## config.mk

```make
export PLATFORM = sky130hd
export DESIGN_NAME = fifo_with_min_and_mean
export DESIGN_NICKNAME = d
export VERILOG_FILES = /design/src/design/fmm_pkg.sv /design/src/design/fmm_dpath.sv /design/src/design/fmm_ctrl.sv /design/src/design/fifo_with_min_and_mean.sv
export SDC_FILE = /design/constraint.sdc
export NUM_CORES = 2
export LEC_CHECK = 0
export BUFFER_PORTS_ARGS = -buffer_cell sky130_fd_sc_hd__buf_2
export CORE_ASPECT_RATIO = 0.5
export CORE_UTILIZATION = 42
export CTS_CLUSTER_DIAMETER = 120
export DETAILED_ROUTE_END_ITERATION = 7
export PLACE_DENSITY = 0.54
export SYNTH_ARGS = -nofsm -noshare
export SYNTH_HDL_FRONTEND = slang
export SYNTH_HIERARCHICAL = 1
export SYNTH_SLANG_ARGS = --single-unit
```

## constraint.sdc

```tcl
create_clock -name clock -period 10.5 [get_ports clock]
set_input_delay 1.575 -clock clock [delete_from_list [all_inputs] [get_ports clock]]
set_output_delay 1.575 -clock clock [all_outputs]
set_load 0.01 [all_outputs]
```

## src/design/fmm_pkg.sv

```systemverilog
// Shared types, codes and field widths for the temperature FIFO with minimum and mean.
package fmm_pkg;

   localparam int DEPTH_DEFAULT = 64;

   localparam int FUNC_W   = 2;
   localparam int STATUS_W = 2;
   localparam int TEMP_W   = 16;
   localparam int DAY_W    = 5;
   localparam int MONTH_W  = 4;

   localparam int REQ_FIELDS_W = TEMP_W + DAY_W + MONTH_W;
   localparam int REQ_TDATA_W  = 32;
   localparam int RSP_FIELDS_W = 3 * TEMP_W + DAY_W + MONTH_W;
   localparam int RSP_TDATA_W  = 64;

   localparam logic [FUNC_W-1:0] FUNC_PUSH = 2'd0;
   localparam logic [FUNC_W-1:0] FUNC_POP  = 2'd1;
   localparam logic [FUNC_W-1:0] FUNC_MIN  = 2'd2;
   localparam logic [FUNC_W-1:0] FUNC_MEAN = 2'd3;

   localparam logic [STATUS_W-1:0] STATUS_OK    = 2'd0;
   localparam logic [STATUS_W-1:0] STATUS_EMPTY = 2'd1;
   localparam logic [STATUS_W-1:0] STATUS_FULL  = 2'd2;

   typedef struct packed {
      logic signed [TEMP_W-1:0] temp;
      logic [DAY_W-1:0]         day;
      logic [MONTH_W-1:0]       month;
   } rec_type;

   typedef enum logic [2:0] {
      KIND_OK,
      KIND_FULL,
      KIND_EMPTY,
      KIND_POP,
      KIND_MIN,
      KIND_MEAN
   } out_kind_type;

   typedef struct packed {
      logic         push;
      logic         pop_read;
      logic         pop_done;
      logic         scan_start;
      logic         scan_step;
      logic         div_start;
      logic         div_step;
      logic         out_load;
      out_kind_type out_kind;
   } cmd_type;

   typedef struct packed {
      logic empty;
      logic full;
      logic scan_last;
      logic div_last;
   } sts_type;

endpackage

```

## src/design/fmm_dpath.sv

```systemverilog
// Datapath: record memory, ring pointers, running sum, minimum scan, divider, result registers.
module fmm_dpath #(
   parameter int DEPTH = fmm_pkg::DEPTH_DEFAULT
) (
   input  logic                                 clock,
   input  logic                                 reset,
   input  fmm_pkg::cmd_type                     cmd,
   output fmm_pkg::sts_type                     sts,
   input  logic signed [fmm_pkg::TEMP_W-1:0]    temperature_in,
   input  logic [fmm_pkg::DAY_W-1:0]            day_in,
   input  logic [fmm_pkg::MONTH_W-1:0]          month_in,
   output logic [fmm_pkg::STATUS_W-1:0]         status,
   output logic signed [fmm_pkg::TEMP_W-1:0]    temperature_out,
   output logic [fmm_pkg::DAY_W-1:0]            day_out,
   output logic [fmm_pkg::MONTH_W-1:0]          month_out,
   output logic signed [fmm_pkg::TEMP_W-1:0]    minimum,
   output logic signed [fmm_pkg::TEMP_W-1:0]    mean
);

   localparam int PTR_W  = (DEPTH > 1) ? $clog2(DEPTH) : 1;
   localparam int CNT_W  = $clog2(DEPTH + 1);
   localparam int SUM_W  = fmm_pkg::TEMP_W + CNT_W;
   localparam int DCNT_W = $clog2(SUM_W + 1);
   localparam int TW     = fmm_pkg::TEMP_W;

   fmm_pkg::rec_type mem [DEPTH];
   fmm_pkg::rec_type rd_data_ff;
   fmm_pkg::rec_type wr_rec;

   logic [PTR_W-1:0]        head_ff, head_in;
   logic [PTR_W-1:0]        tail_ff, tail_in;
   logic [CNT_W-1:0]        count_ff, count_in;
   logic signed [SUM_W-1:0] sum_ff, sum_in;

   logic [PTR_W-1:0]        scan_addr_ff, scan_addr_in;
   logic [CNT_W-1:0]        scan_left_ff, scan_left_in;
   logic                    scan_first_ff, scan_first_in;
   logic signed [TW-1:0]    min_ff, min_in;

   logic [SUM_W-1:0]        dvd_ff, dvd_in;
   logic [CNT_W-1:0]        rem_ff, rem_in;
   logic [DCNT_W-1:0]       div_cnt_ff, div_cnt_in;
   logic                    neg_ff, neg_in;
   logic [CNT_W:0]          trial;
   logic                    trial_ge;
   logic [TW-1:0]           quo_low;

   logic                    rd_en;
   logic [PTR_W-1:0]        rd_addr;

   logic [fmm_pkg::STATUS_W-1:0] status_ff, status_in;
   logic signed [TW-1:0]         temp_out_ff, temp_out_in;
   logic [fmm_pkg::DAY_W-1:0]    day_out_ff, day_out_in;
   logic [fmm_pkg::MONTH_W-1:0]  month_out_ff, month_out_in;
   logic signed [TW-1:0]         min_out_ff, min_out_in;
   logic signed [TW-1:0]         mean_out_ff, mean_out_in;

   function automatic logic [PTR_W-1:0] next_ptr(input logic [PTR_W-1:0] p);
      return (p == PTR_W'(DEPTH - 1)) ? '0 : p + 1'b1;
   endfunction

   assign wr_rec.temp  = temperature_in;
   assign wr_rec.day   = day_in;
   assign wr_rec.month = month_in;

   assign sts.empty     = (count_ff == '0);
   assign sts.full      = (count_ff == CNT_W'(DEPTH));
   assign sts.scan_last = (scan_left_ff == '0);
   assign sts.div_last  = (div_cnt_ff == DCNT_W'(1));

   // one restoring step: shift in the next dividend bit, subtract when it fits
   assign trial    = {rem_ff, dvd_ff[SUM_W-1]};
   assign trial_ge = (trial >= {1'b0, count_ff});
   assign quo_low  = dvd_ff[TW-1:0];

   always_comb begin
      head_in       = head_ff;
      tail_in       = tail_ff;
      count_in      = count_ff;
      sum_in        = sum_ff;
      scan_addr_in  = scan_addr_ff;
      scan_left_in  = scan_left_ff;
      scan_first_in = scan_first_ff;
      min_in        = min_ff;
      dvd_in        = dvd_ff;
      rem_in        = rem_ff;
      div_cnt_in    = div_cnt_ff;
      neg_in        = neg_ff;
      rd_en         = 1'b0;
      rd_addr       = head_ff;

      if (cmd.push) begin
         tail_in  = next_ptr(tail_ff);
         count_in = count_ff + 1'b1;
         sum_in   = sum_ff + SUM_W'(temperature_in);
      end

      if (cmd.pop_read) begin
         rd_en = 1'b1;
      end

      if (cmd.pop_done) begin
         head_in  = next_ptr(head_ff);
         count_in = count_ff - 1'b1;
         sum_in   = sum_ff - SUM_W'(rd_data_ff.temp);
      end

      if (cmd.scan_start) begin
         rd_en         = 1'b1;
         scan_addr_in  = next_ptr(head_ff);
         scan_left_in  = count_ff - 1'b1;
         scan_first_in = 1'b1;
      end

      // fold the word read last cycle, fetch the next while any remain
      if (cmd.scan_step) begin
         scan_first_in = 1'b0;
         if (scan_first_ff || (rd_data_ff.temp < min_ff)) begin
            min_in = rd_data_ff.temp;
         end
         if (scan_left_ff != '0) begin
            rd_en        = 1'b1;
            rd_addr      = scan_addr_ff;
            scan_addr_in = next_ptr(scan_addr_ff);
            scan_left_in = scan_left_ff - 1'b1;
         end
      end

      if (cmd.div_start) begin
         neg_in     = sum_ff[SUM_W-1];
         dvd_in     = sum_ff[SUM_W-1] ? SUM_W'(-sum_ff) : SUM_W'(sum_ff);
         rem_in     = '0;
         div_cnt_in = DCNT_W'(SUM_W);
      end

      if (cmd.div_step) begin
         dvd_in     = {dvd_ff[SUM_W-2:0], trial_ge};
         rem_in     = trial_ge ? CNT_W'(trial - {1'b0, count_ff}) : trial[CNT_W-1:0];
         div_cnt_in = div_cnt_ff - 1'b1;
      end
   end

   always_comb begin
      status_in    = fmm_pkg::STATUS_OK;
      temp_out_in  = '0;
      day_out_in   = '0;
      month_out_in = '0;
      min_out_in   = '0;
      mean_out_in  = '0;
      case (cmd.out_kind)
         fmm_pkg::KIND_FULL:  status_in = fmm_pkg::STATUS_FULL;
         fmm_pkg::KIND_EMPTY: status_in = fmm_pkg::STATUS_EMPTY;
         fmm_pkg::KIND_POP: begin
            temp_out_in  = rd_data_ff.temp;
            day_out_in   = rd_data_ff.day;
            month_out_in = rd_data_ff.month;
         end
         fmm_pkg::KIND_MIN:  min_out_in  = min_ff;
         fmm_pkg::KIND_MEAN: mean_out_in = neg_ff ? -quo_low : quo_low;
         default: ;
      endcase
   end

   always_ff @(posedge clock) begin
      if (reset) begin
         head_ff       <= '0;
         tail_ff       <= '0;
         count_ff      <= '0;
         sum_ff        <= '0;
         scan_left_ff  <= '0;
         scan_first_ff <= 1'b0;
         div_cnt_ff    <= '0;
      end else begin
         head_ff       <= head_in;
         tail_ff       <= tail_in;
         count_ff      <= count_in;
         sum_ff        <= sum_in;
         scan_left_ff  <= scan_left_in;
         scan_first_ff <= scan_first_in;
         div_cnt_ff    <= div_cnt_in;
      end
   end

   always_ff @(posedge clock) begin
      scan_addr_ff <= scan_addr_in;
      min_ff       <= min_in;
      dvd_ff       <= dvd_in;
      rem_ff       <= rem_in;
      neg_ff       <= neg_in;
      if (cmd.out_load) begin
         status_ff    <= status_in;
         temp_out_ff  <= temp_out_in;
         day_out_ff   <= day_out_in;
         month_out_ff <= month_out_in;
         min_out_ff   <= min_out_in;
         mean_out_ff  <= mean_out_in;
      end
   end

   always_ff @(posedge clock) begin
      if (cmd.push) begin
         mem[tail_ff] <= wr_rec;
      end
      if (rd_en) begin
         rd_data_ff <= mem[rd_addr];
      end
   end

   assign status          = status_ff;
   assign temperature_out = temp_out_ff;
   assign day_out         = day_out_ff;
   assign month_out       = month_out_ff;
   assign minimum         = min_out_ff;
   assign mean            = mean_out_ff;

   a_count_bound: assert property (@(posedge clock) disable iff (reset)
      count_ff <= CNT_W'(DEPTH))
      else $error("entry count above depth");

   a_sum_zero_when_empty: assert property (@(posedge clock) disable iff (reset)
      (count_ff == '0) |-> (sum_ff == '0))
      else $error("running sum nonzero with no entries");

   a_ptrs_meet_when_empty: assert property (@(posedge clock) disable iff (reset)
      (count_ff == '0) |-> (head_ff == tail_ff))
      else $error("head and tail differ with no entries");

endmodule

```

## src/design/fmm_ctrl.sv

```systemverilog
// Controller: sequences push, pop, minimum scan and mean divide, and owns the result valid.
module fmm_ctrl (
   input  logic                         clock,
   input  logic                         reset,
   input  logic                         req_tvalid,
   output logic                         req_tready,
   input  logic [fmm_pkg::FUNC_W-1:0]   req_func,
   output logic                         rsp_tvalid,
   input  logic                         rsp_tready,
   output fmm_pkg::cmd_type             cmd,
   input  fmm_pkg::sts_type             sts
);

   typedef enum logic [2:0] {
      ST_IDLE,
      ST_POP,
      ST_MIN,
      ST_DIV,
      ST_FINISH
   } state_type;

   state_type             state_ff, state_in;
   fmm_pkg::out_kind_type kind_ff, kind_in;
   logic                  rsp_valid_ff, rsp_valid_in;
   logic                  accept;

   assign req_tready = (state_ff == ST_IDLE);
   assign accept     = req_tvalid && req_tready;
   assign rsp_tvalid = rsp_valid_ff;

   always_comb begin
      state_in       = state_ff;
      kind_in        = kind_ff;
      cmd.push       = 1'b0;
      cmd.pop_read   = 1'b0;
      cmd.pop_done   = 1'b0;
      cmd.scan_start = 1'b0;
      cmd.scan_step  = 1'b0;
      cmd.div_start  = 1'b0;
      cmd.div_step   = 1'b0;
      cmd.out_load   = 1'b0;
      cmd.out_kind   = kind_ff;

      unique case (state_ff)
         ST_IDLE: begin
            if (accept) begin
               state_in = ST_FINISH;
               kind_in  = fmm_pkg::KIND_EMPTY;
               unique case (req_func)
                  fmm_pkg::FUNC_PUSH: begin
                     if (sts.full) begin
                        kind_in = fmm_pkg::KIND_FULL;
                     end else begin
                        cmd.push = 1'b1;
                        kind_in  = fmm_pkg::KIND_OK;
                     end
                  end
                  fmm_pkg::FUNC_POP: begin
                     if (!sts.empty) begin
                        cmd.pop_read = 1'b1;
                        state_in     = ST_POP;
                     end
                  end
                  fmm_pkg::FUNC_MIN: begin
                     if (!sts.empty) begin
                        cmd.scan_start = 1'b1;
                        state_in       = ST_MIN;
                     end
                  end
                  fmm_pkg::FUNC_MEAN: begin
                     if (!sts.empty) begin
                        cmd.div_start = 1'b1;
                        state_in      = ST_DIV;
                     end
                  end
               endcase
            end
         end
         ST_POP: begin
            cmd.pop_done = 1'b1;
            kind_in      = fmm_pkg::KIND_POP;
            state_in     = ST_FINISH;
         end
         ST_MIN: begin
            cmd.scan_step = 1'b1;
            if (sts.scan_last) begin
               kind_in  = fmm_pkg::KIND_MIN;
               state_in = ST_FINISH;
            end
         end
         ST_DIV: begin
            cmd.div_step = 1'b1;
            if (sts.div_last) begin
               kind_in  = fmm_pkg::KIND_MEAN;
               state_in = ST_FINISH;
            end
         end
         ST_FINISH: begin
            // hold the result until the output register is free
            if (!rsp_valid_ff || rsp_tready) begin
               cmd.out_load = 1'b1;
               state_in     = ST_IDLE;
            end
         end
         default: state_in = ST_IDLE;
      endcase

      rsp_valid_in = cmd.out_load || (rsp_valid_ff && !rsp_tready);
   end

   always_ff @(posedge clock) begin
      if (reset) begin
         state_ff     <= ST_IDLE;
         kind_ff      <= fmm_pkg::KIND_OK;
         rsp_valid_ff <= 1'b0;
      end else begin
         state_ff     <= state_in;
         kind_ff      <= kind_in;
         rsp_valid_ff <= rsp_valid_in;
      end
   end

   a_load_when_free: assert property (@(posedge clock) disable iff (reset)
      cmd.out_load |-> (!rsp_valid_ff || rsp_tready))
      else $error("result loaded over a word not yet taken");

   a_no_push_when_full: assert property (@(posedge clock) disable iff (reset)
      cmd.push |-> !sts.full)
      else $error("push issued on a full queue");

   a_no_read_when_empty: assert property (@(posedge clock) disable iff (reset)
      (cmd.pop_read || cmd.scan_start || cmd.div_start) |-> !sts.empty)
      else $error("read operation issued on an empty queue");

   a_div_ends: assert property (@(posedge clock) disable iff (reset)
      (state_ff == ST_DIV && sts.div_last) |=> (state_ff == ST_FINISH))
      else $error("divider finished but controller did not move on");

endmodule

```

## src/design/fifo_with_min_and_mean.sv

```systemverilog
// Top level of the temperature FIFO with minimum and mean queries.
//
// Request channel (req_): req_tuser carries the operation (push, pop, minimum, mean);
// req_tdata carries the record to push (temperature, day, month). A word is taken
// when req_tvalid and req_tready are both high; one operation is in flight at a time.
// Response channel (rsp_): exactly one word per request. rsp_tuser carries the status
// (ok, empty, full); rsp_tdata carries the popped record, the minimum and the mean.
// What each operation does before the edge that raises rsp_tvalid, receiver ready:
//   push, or any rejected operation: goes straight to the finish state
//   pop: one registered memory read
//   minimum: the scan reads one stored record per cycle from the memory
//   mean: restoring divider, one quotient bit per cycle
// The next request is taken as soon as the previous response sits in the output
// register; if the receiver stalls, one finished response waits there and the
// following one is held inside until it is taken.
// Reset clears pointers, count, running sum and the response valid; the record memory
// is not cleared and needs no sweep, so requests are taken right after reset.
module fifo_with_min_and_mean #(
   parameter int DEPTH = fmm_pkg::DEPTH_DEFAULT
) (
   input  logic                               clock,
   input  logic                               reset,
   input  logic                               req_tvalid,
   output logic                               req_tready,
   // [15:0] temperature_in, [20:16] day_in, [24:21] month_in
   input  logic [fmm_pkg::REQ_TDATA_W-1:0]    req_tdata,
   // [1:0] func
   input  logic [fmm_pkg::FUNC_W-1:0]         req_tuser,
   output logic                               rsp_tvalid,
   input  logic                               rsp_tready,
   // [15:0] temperature_out, [20:16] day_out, [24:21] month_out,
   // [40:25] minimum, [56:41] mean
   output logic [fmm_pkg::RSP_TDATA_W-1:0]    rsp_tdata,
   // [1:0] status
   output logic [fmm_pkg::STATUS_W-1:0]       rsp_tuser
);

   localparam int TW = fmm_pkg::TEMP_W;
   localparam int DW = fmm_pkg::DAY_W;
   localparam int MW = fmm_pkg::MONTH_W;

   fmm_pkg::cmd_type cmd;
   fmm_pkg::sts_type sts;

   logic signed [TW-1:0] temperature_in;
   logic [DW-1:0]        day_in;
   logic [MW-1:0]        month_in;
   logic signed [TW-1:0] temperature_out;
   logic [DW-1:0]        day_out;
   logic [MW-1:0]        month_out;
   logic signed [TW-1:0] minimum;
   logic signed [TW-1:0] mean;

   assign temperature_in = req_tdata[TW-1:0];
   assign day_in         = req_tdata[TW+DW-1:TW];
   assign month_in       = req_tdata[TW+DW+MW-1:TW+DW];

   assign rsp_tdata = {{(fmm_pkg::RSP_TDATA_W - fmm_pkg::RSP_FIELDS_W){1'b0}},
                       mean, minimum, month_out, day_out, temperature_out};

   fmm_ctrl u_ctrl (
      .clock      (clock),
      .reset      (reset),
      .req_tvalid (req_tvalid),
      .req_tready (req_tready),
      .req_func   (req_tuser),
      .rsp_tvalid (rsp_tvalid),
      .rsp_tready (rsp_tready),
      .cmd        (cmd),
      .sts        (sts)
   );

   fmm_dpath #(
      .DEPTH (DEPTH)
   ) u_dpath (
      .clock           (clock),
      .reset           (reset),
      .cmd             (cmd),
      .sts             (sts),
      .temperature_in  (temperature_in),
      .day_in          (day_in),
      .month_in        (month_in),
      .status          (rsp_tuser),
      .temperature_out (temperature_out),
      .day_out         (day_out),
      .month_out       (month_out),
      .minimum         (minimum),
      .mean            (mean)
   );

endmodule
```

# == Word level (Yosys, flattened, before mapping) ==
# Memory sizes are Yosys's and may differ from the RTL's. A register that Yosys moved wholly into a read port is not among the register bits.
# Cells that the tools add are included.
# word_totals
regBits,174
mem_bits_rw,1600
inputBits,38
output_inout_bits,68
word_cells,138
memories,1
# memory_table
name,words,width,read_ports,rd_clocked_by_memory_dff,write_ports,line_no,rtl
u_dpath.mem,64,25,1,1,1,fmm_dpath.sv:26,fmm_pkg::rec_type mem [DEPTH];
# op_classes
addsub,12
n_lt_le_gt_ge,2
eq_ne,21
muxes,62
n_reduce_logical,19
# ops
operator,n
two-way mux 23 bit,5
two-way mux 7 bit,8
two-way mux 6 bit,8
two-way mux 3 bit,9
adder 23 x 16 -> 23 bit,1
negator 23 bit,1
subtractor 23 x 16 -> 23 bit,1
two-way mux 1 bit,22
adder 6 x 1 -> 6 bit (second input constant),3
== test 6 bit (second input constant),3
< comparator 16 bit,1
two-way mux 16 bit,1
negator 16 bit,1
case mux 3 bit (5 select lines),1
logical NOT 7 bit,2
subtractor 7 x 1 -> 7 bit (second input constant),2
== test 3 x 2 -> 1 bit (second input constant),4
case mux 3 bit (4 select lines),1
two-way mux 5 bit,2
== test 3 bit (second input constant),3
case mux 3 bit (3 select lines),1
>= comparator 8 x 7 -> 1 bit,1
AND reduction 4 bit,2
adder 7 x 1 -> 7 bit (second input constant),1
other kinds (21),32

# == Depth between registers and ports, before layout ==
# logic_depth
depth_word,9
mapped_depth,19
mapped_depth_nobuf,16

# == By module ==
# Netlist, hierarchy kept.
# by_module_without_submodules
mod,instances,cells_each,area_each_um2,seq_area_each_um2
fmm_dpath,1,5796,72946.2,53201.0
fmm_ctrl,1,58,455.4,140.1
fifo_with_min_and_mean,1,8,56.3,0.0

# == Least setup slack after synthesis ==
# OpenSTA, ideal clock, no wires.
# synth_timing
kind,in2reg
start,input port rsp_tready
end,"register u_dpath.day_out_ff, in the netlist u_dpath/day_out[0], enable pin"
setup_ps,622
t_arrival_ps,7219
t_required_ps,9878
setup_slack_ps,2659
stages,2
n_path_buf,0
cell_sequence,nor2b_1 nor4_1
# synth_lines
item,line_no,rtl
start: declaration,fifo_with_min_and_mean.sv:30,"input logic rsp_tready,"
end signal: assignment,fmm_dpath.sv:193,day_out_ff <= day_out_in;
end: declaration,fmm_dpath.sv:53,"logic [fmm_pkg::DAY_W-1:0] day_out_ff, day_out_in;"

==> results.json <==
{
  "status": "finished clean",
  "cts_made_buffers": 165,
  "path_class": "reg -> reg",
  "dieWidth_um": 593,
  "final-setup-viol-count": 0,
  "synth_ff_type": "edfxtp_1",
  "ys_warn_count": 6,
  "fin_nets": 6015,
  "async_reset_ff_share_pct": 0,
  "power_frac_clock_pct": 39.2,
  "hold_viol_final": 0,
  "critPathCaptureType": "register",
  "combPwrFrac_pct": 6.8,
  "grt_max_degree": 183,
  "fin_skew_ns": 0.0292,
  "port_buffers": 91,
  "p_per_area_nw_per_um2": 183,
  "path_common_cell": "buf_4",
  "root_buffer": "clkbuf_16",
  "ant_nets": 0,
  "firstDrtPassIters": 6,
  "rsz0062_at_grt": "no",
  "p_int_mw": 11.4,
  "seq_power_share_pct": 54.0,
  "routedWlPerCell_um": 25.5,
  "slew_headroom_pct": 16.6,
  "synthAdderAreaFrac_pct": 1.01,
  "slowest_delay_ns": 0.97,
  "final.period_utilization_pct": 55.6,
  "clk_latency_ns": 0.82,
  "p_leak_nw": 27.5,
  "die_height_um": 298,
  "row_count": 108,
  "cts_tree": "yes",
  "post-cts-setup-buffer-count": 0,
  "clk_path_buf_depth": 3,
  "syn_to_final_growth_pct": 10.9,
  "final_area_um2": 81400,
  "totalPowerFinal_mw": 14.9,
  "vias_per_cell": 5.66,
  "setup-tns-final_ns": 0,
  "final_cell_mix": "edfxtp_1, nand2_1, nand3_1",
  "numClockSinks": 1799,
  "core_um2": 174000,
  "slew_viol_final": 0,
  "cts_resized": 0,
  "antenna_found_initial": 30,
  "io_pins": 106,
  "final_common_cell": "edfxtp_1",
  "ys_seq_area_share_pct": 72.6,
  "synth_edf_count": 1731,
  "p_sw_mw": 3.45,
  "max_cap_violations": 0,
  "drt-initial-drc-count": 5737,
  "fp.dieArea_um2": 177000,
  "yosysUniqueCellTypes": 77,
  "crit_arrival_ns": 6.51,
  "cp_max_fo": 182,
  "worst_slew_pin_slew_ns": 1.25,
  "syn_area_per_cell_um2": 12.5,
  "syn-instance-count": 5862,
  "critPathRequiredTime_ns": 11.17,
  "synth-seq-cells": 1799,
  "initial_core_util_pct": 42.3,
  "vdd_drop_max_v": 0.000129,
  "finalWeightedCongestion": 0.837,
  "drc_errors": 0,
  "slowest_stage": "mux2i_4",
  "cp-start-kind": "register",
  "final_layout_size_suffix_gt1_share_pct": 9.16,
  "postPlaceCellArea_um2": 76300,
  "path_cells": "nand2b_1 -> nor2_1 -> o21a_1 -> buf_4 -> mux2i_4 -> buf_12 -> buf_4 -> nand2_1 -> nand3_1 -> nand4_1 -> o22ai_1 -> or4_1",
  "nFillCells": 15300,
  "grt_usage_pct": 23.8,
  "synthMuxAreaShare_pct": 0.317,
  "hold_slack_ns": 0.447,
  "fin_util_pct": 46.9,
  "synth_top_family_by_area": "simple AND/OR/NAND/NOR gates",
  "routed_wl_um": 213000,
  "fmax_mhz": 171,
  "cts_hold_buf": 0,
  "htree_levels": 4,
  "hpwl_um": 117000,
  "synth_compound_area_share_pct": 3.08,
  "synthXorXnorAreaFrac_pct": 0.894,
  "overflow": 0,
  "grt_pass1_vias": 44200,
  "synth_area_um2": 73500,
  "cts.clk_slew.worst_paths_ns": 0.06,
  "vias": 47300,
  "hp-class": "reg -> reg",
  "p_sw_share_pct": 23.2,
  "grt_pass1_wl_um": 306000,
  "yosys.area_share.simple_pct": 19.2,
  "period_needed_ns": 5.84
}
cell families (layout without fill, tap and decap cells):
logic type,Yosys count,after routing
simple gates,3148,3148
buf+inv,401,582
flops,1799,1799
compound gates,358,358
other cells,1,8
fa+ha+maj,58,58
mux,22,22
xor+xnor,75,75
registers in the layout, indices dropped and copies added (netlist names), 7 cells and up:
register,flops
u_dpath/mem,1600
u_dpath/rd_data_ff,25
u_dpath/dvd_ff,23
u_dpath/sum_ff,23
u_dpath/mean,16
u_dpath/min_ff,16
u_dpath/minimum,16
u_dpath/temperature_out,16
u_dpath/count_ff,7
u_dpath/rem_ff,7
u_dpath/scan_left_ff,7
path summary, 6_finish.rpt:
path	start	end	slack (ns)	depth (start not counted)
hold reg to reg	u_dpath/scan_left_ff[0]	u_dpath/scan_left_ff[0]	0.45	1
hold / removal	u_dpath/scan_left_ff[0]	u_dpath/scan_left_ff[0]	0.45	1
setup / recovery	u_ctrl/state_ff[1]	u_dpath/rd_data_ff[16]	4.66	12
setup reg to reg	u_ctrl/state_ff[1]	u_dpath/rd_data_ff[16]	4.66	12
cell usage after synthesis, types with 40 or more instances:
master | number | area share, %
and2_1 | 47 | 0.40
nand2_1 | 1711 | 8.7
nand3_1 | 831 | 5.7
o21ai_0 | 72 | 0.49
nor2_1 | 154 | 0.79
inv_1 | 47 | 0.24
buf_6 | 46 | 0.71
ha_1 | 56 | 0.95
nand4_1 | 211 | 1.8
o22ai_1 | 103 | 0.88
buf_2 | 197 | 1.3
nor3_1 | 40 | 0.27
a21oi_1 | 65 | 0.44
xor2_1 | 48 | 0.57
edfxtp_1 | 1731 | 71
dfxtp_1 | 68 | 1.9
clkbuf_1 | 86 | 0.44
through the flow:
step	setup WS [ns]	std cells
finish	4.66	8360
global route	4.49	8359
CTS	4.86	8359
detailed placement	4.42	8062
global placement	4.41	8062
floorplan	2.66	5868
metal layers:
metal  up-vias  global-route usage, %  share of wire [%]
met5         -                      0              0.047
met4        14                   6.33                2.5
met3       314                   5.21                9.3
met2      1918                   36.4                 45
met1     23700                   34.3                 44
li1      21400                      -                  -
worst max-delay path: cells and delay by family, from the launching register on:
family,cells,cell delay (ns)
AO/OA/AOI/OAI,2,0.75
buffers and inverters,3,1.69
flip-flops,1,0.55
multiplexers,1,0.97
AND/OR/NAND/NOR,6,1.46
power groups by stage:
stage                     logic, mW  clock network, mW  registers [mW]
after detailed placement      0.999                  0            8.20
after floorplan               0.604                  0            8.18
after global routing           1.10               6.20            8.05
after global placement        0.977                  0            8.19
final                          1.01               5.83            8.05
after CTS                      1.00               5.93            8.04
final cells by class:
cell class | count | area (um2) | area share, %
tap | 2310 | 2890 | 3.55
antenna | 1 | 2.50 | 0.00307
multi-input combinational | 3668 | 18300 | 22.4
inverter | 47 | 176 | 0.217
clock buffer | 216 | 4460 | 5.47
sequential | 1799 | 53300 | 65.5
timing repair buffer | 238 | 1660 | 2.04
clock inverter | 81 | 648 | 0.796
(Power assumes the default switching activity.)
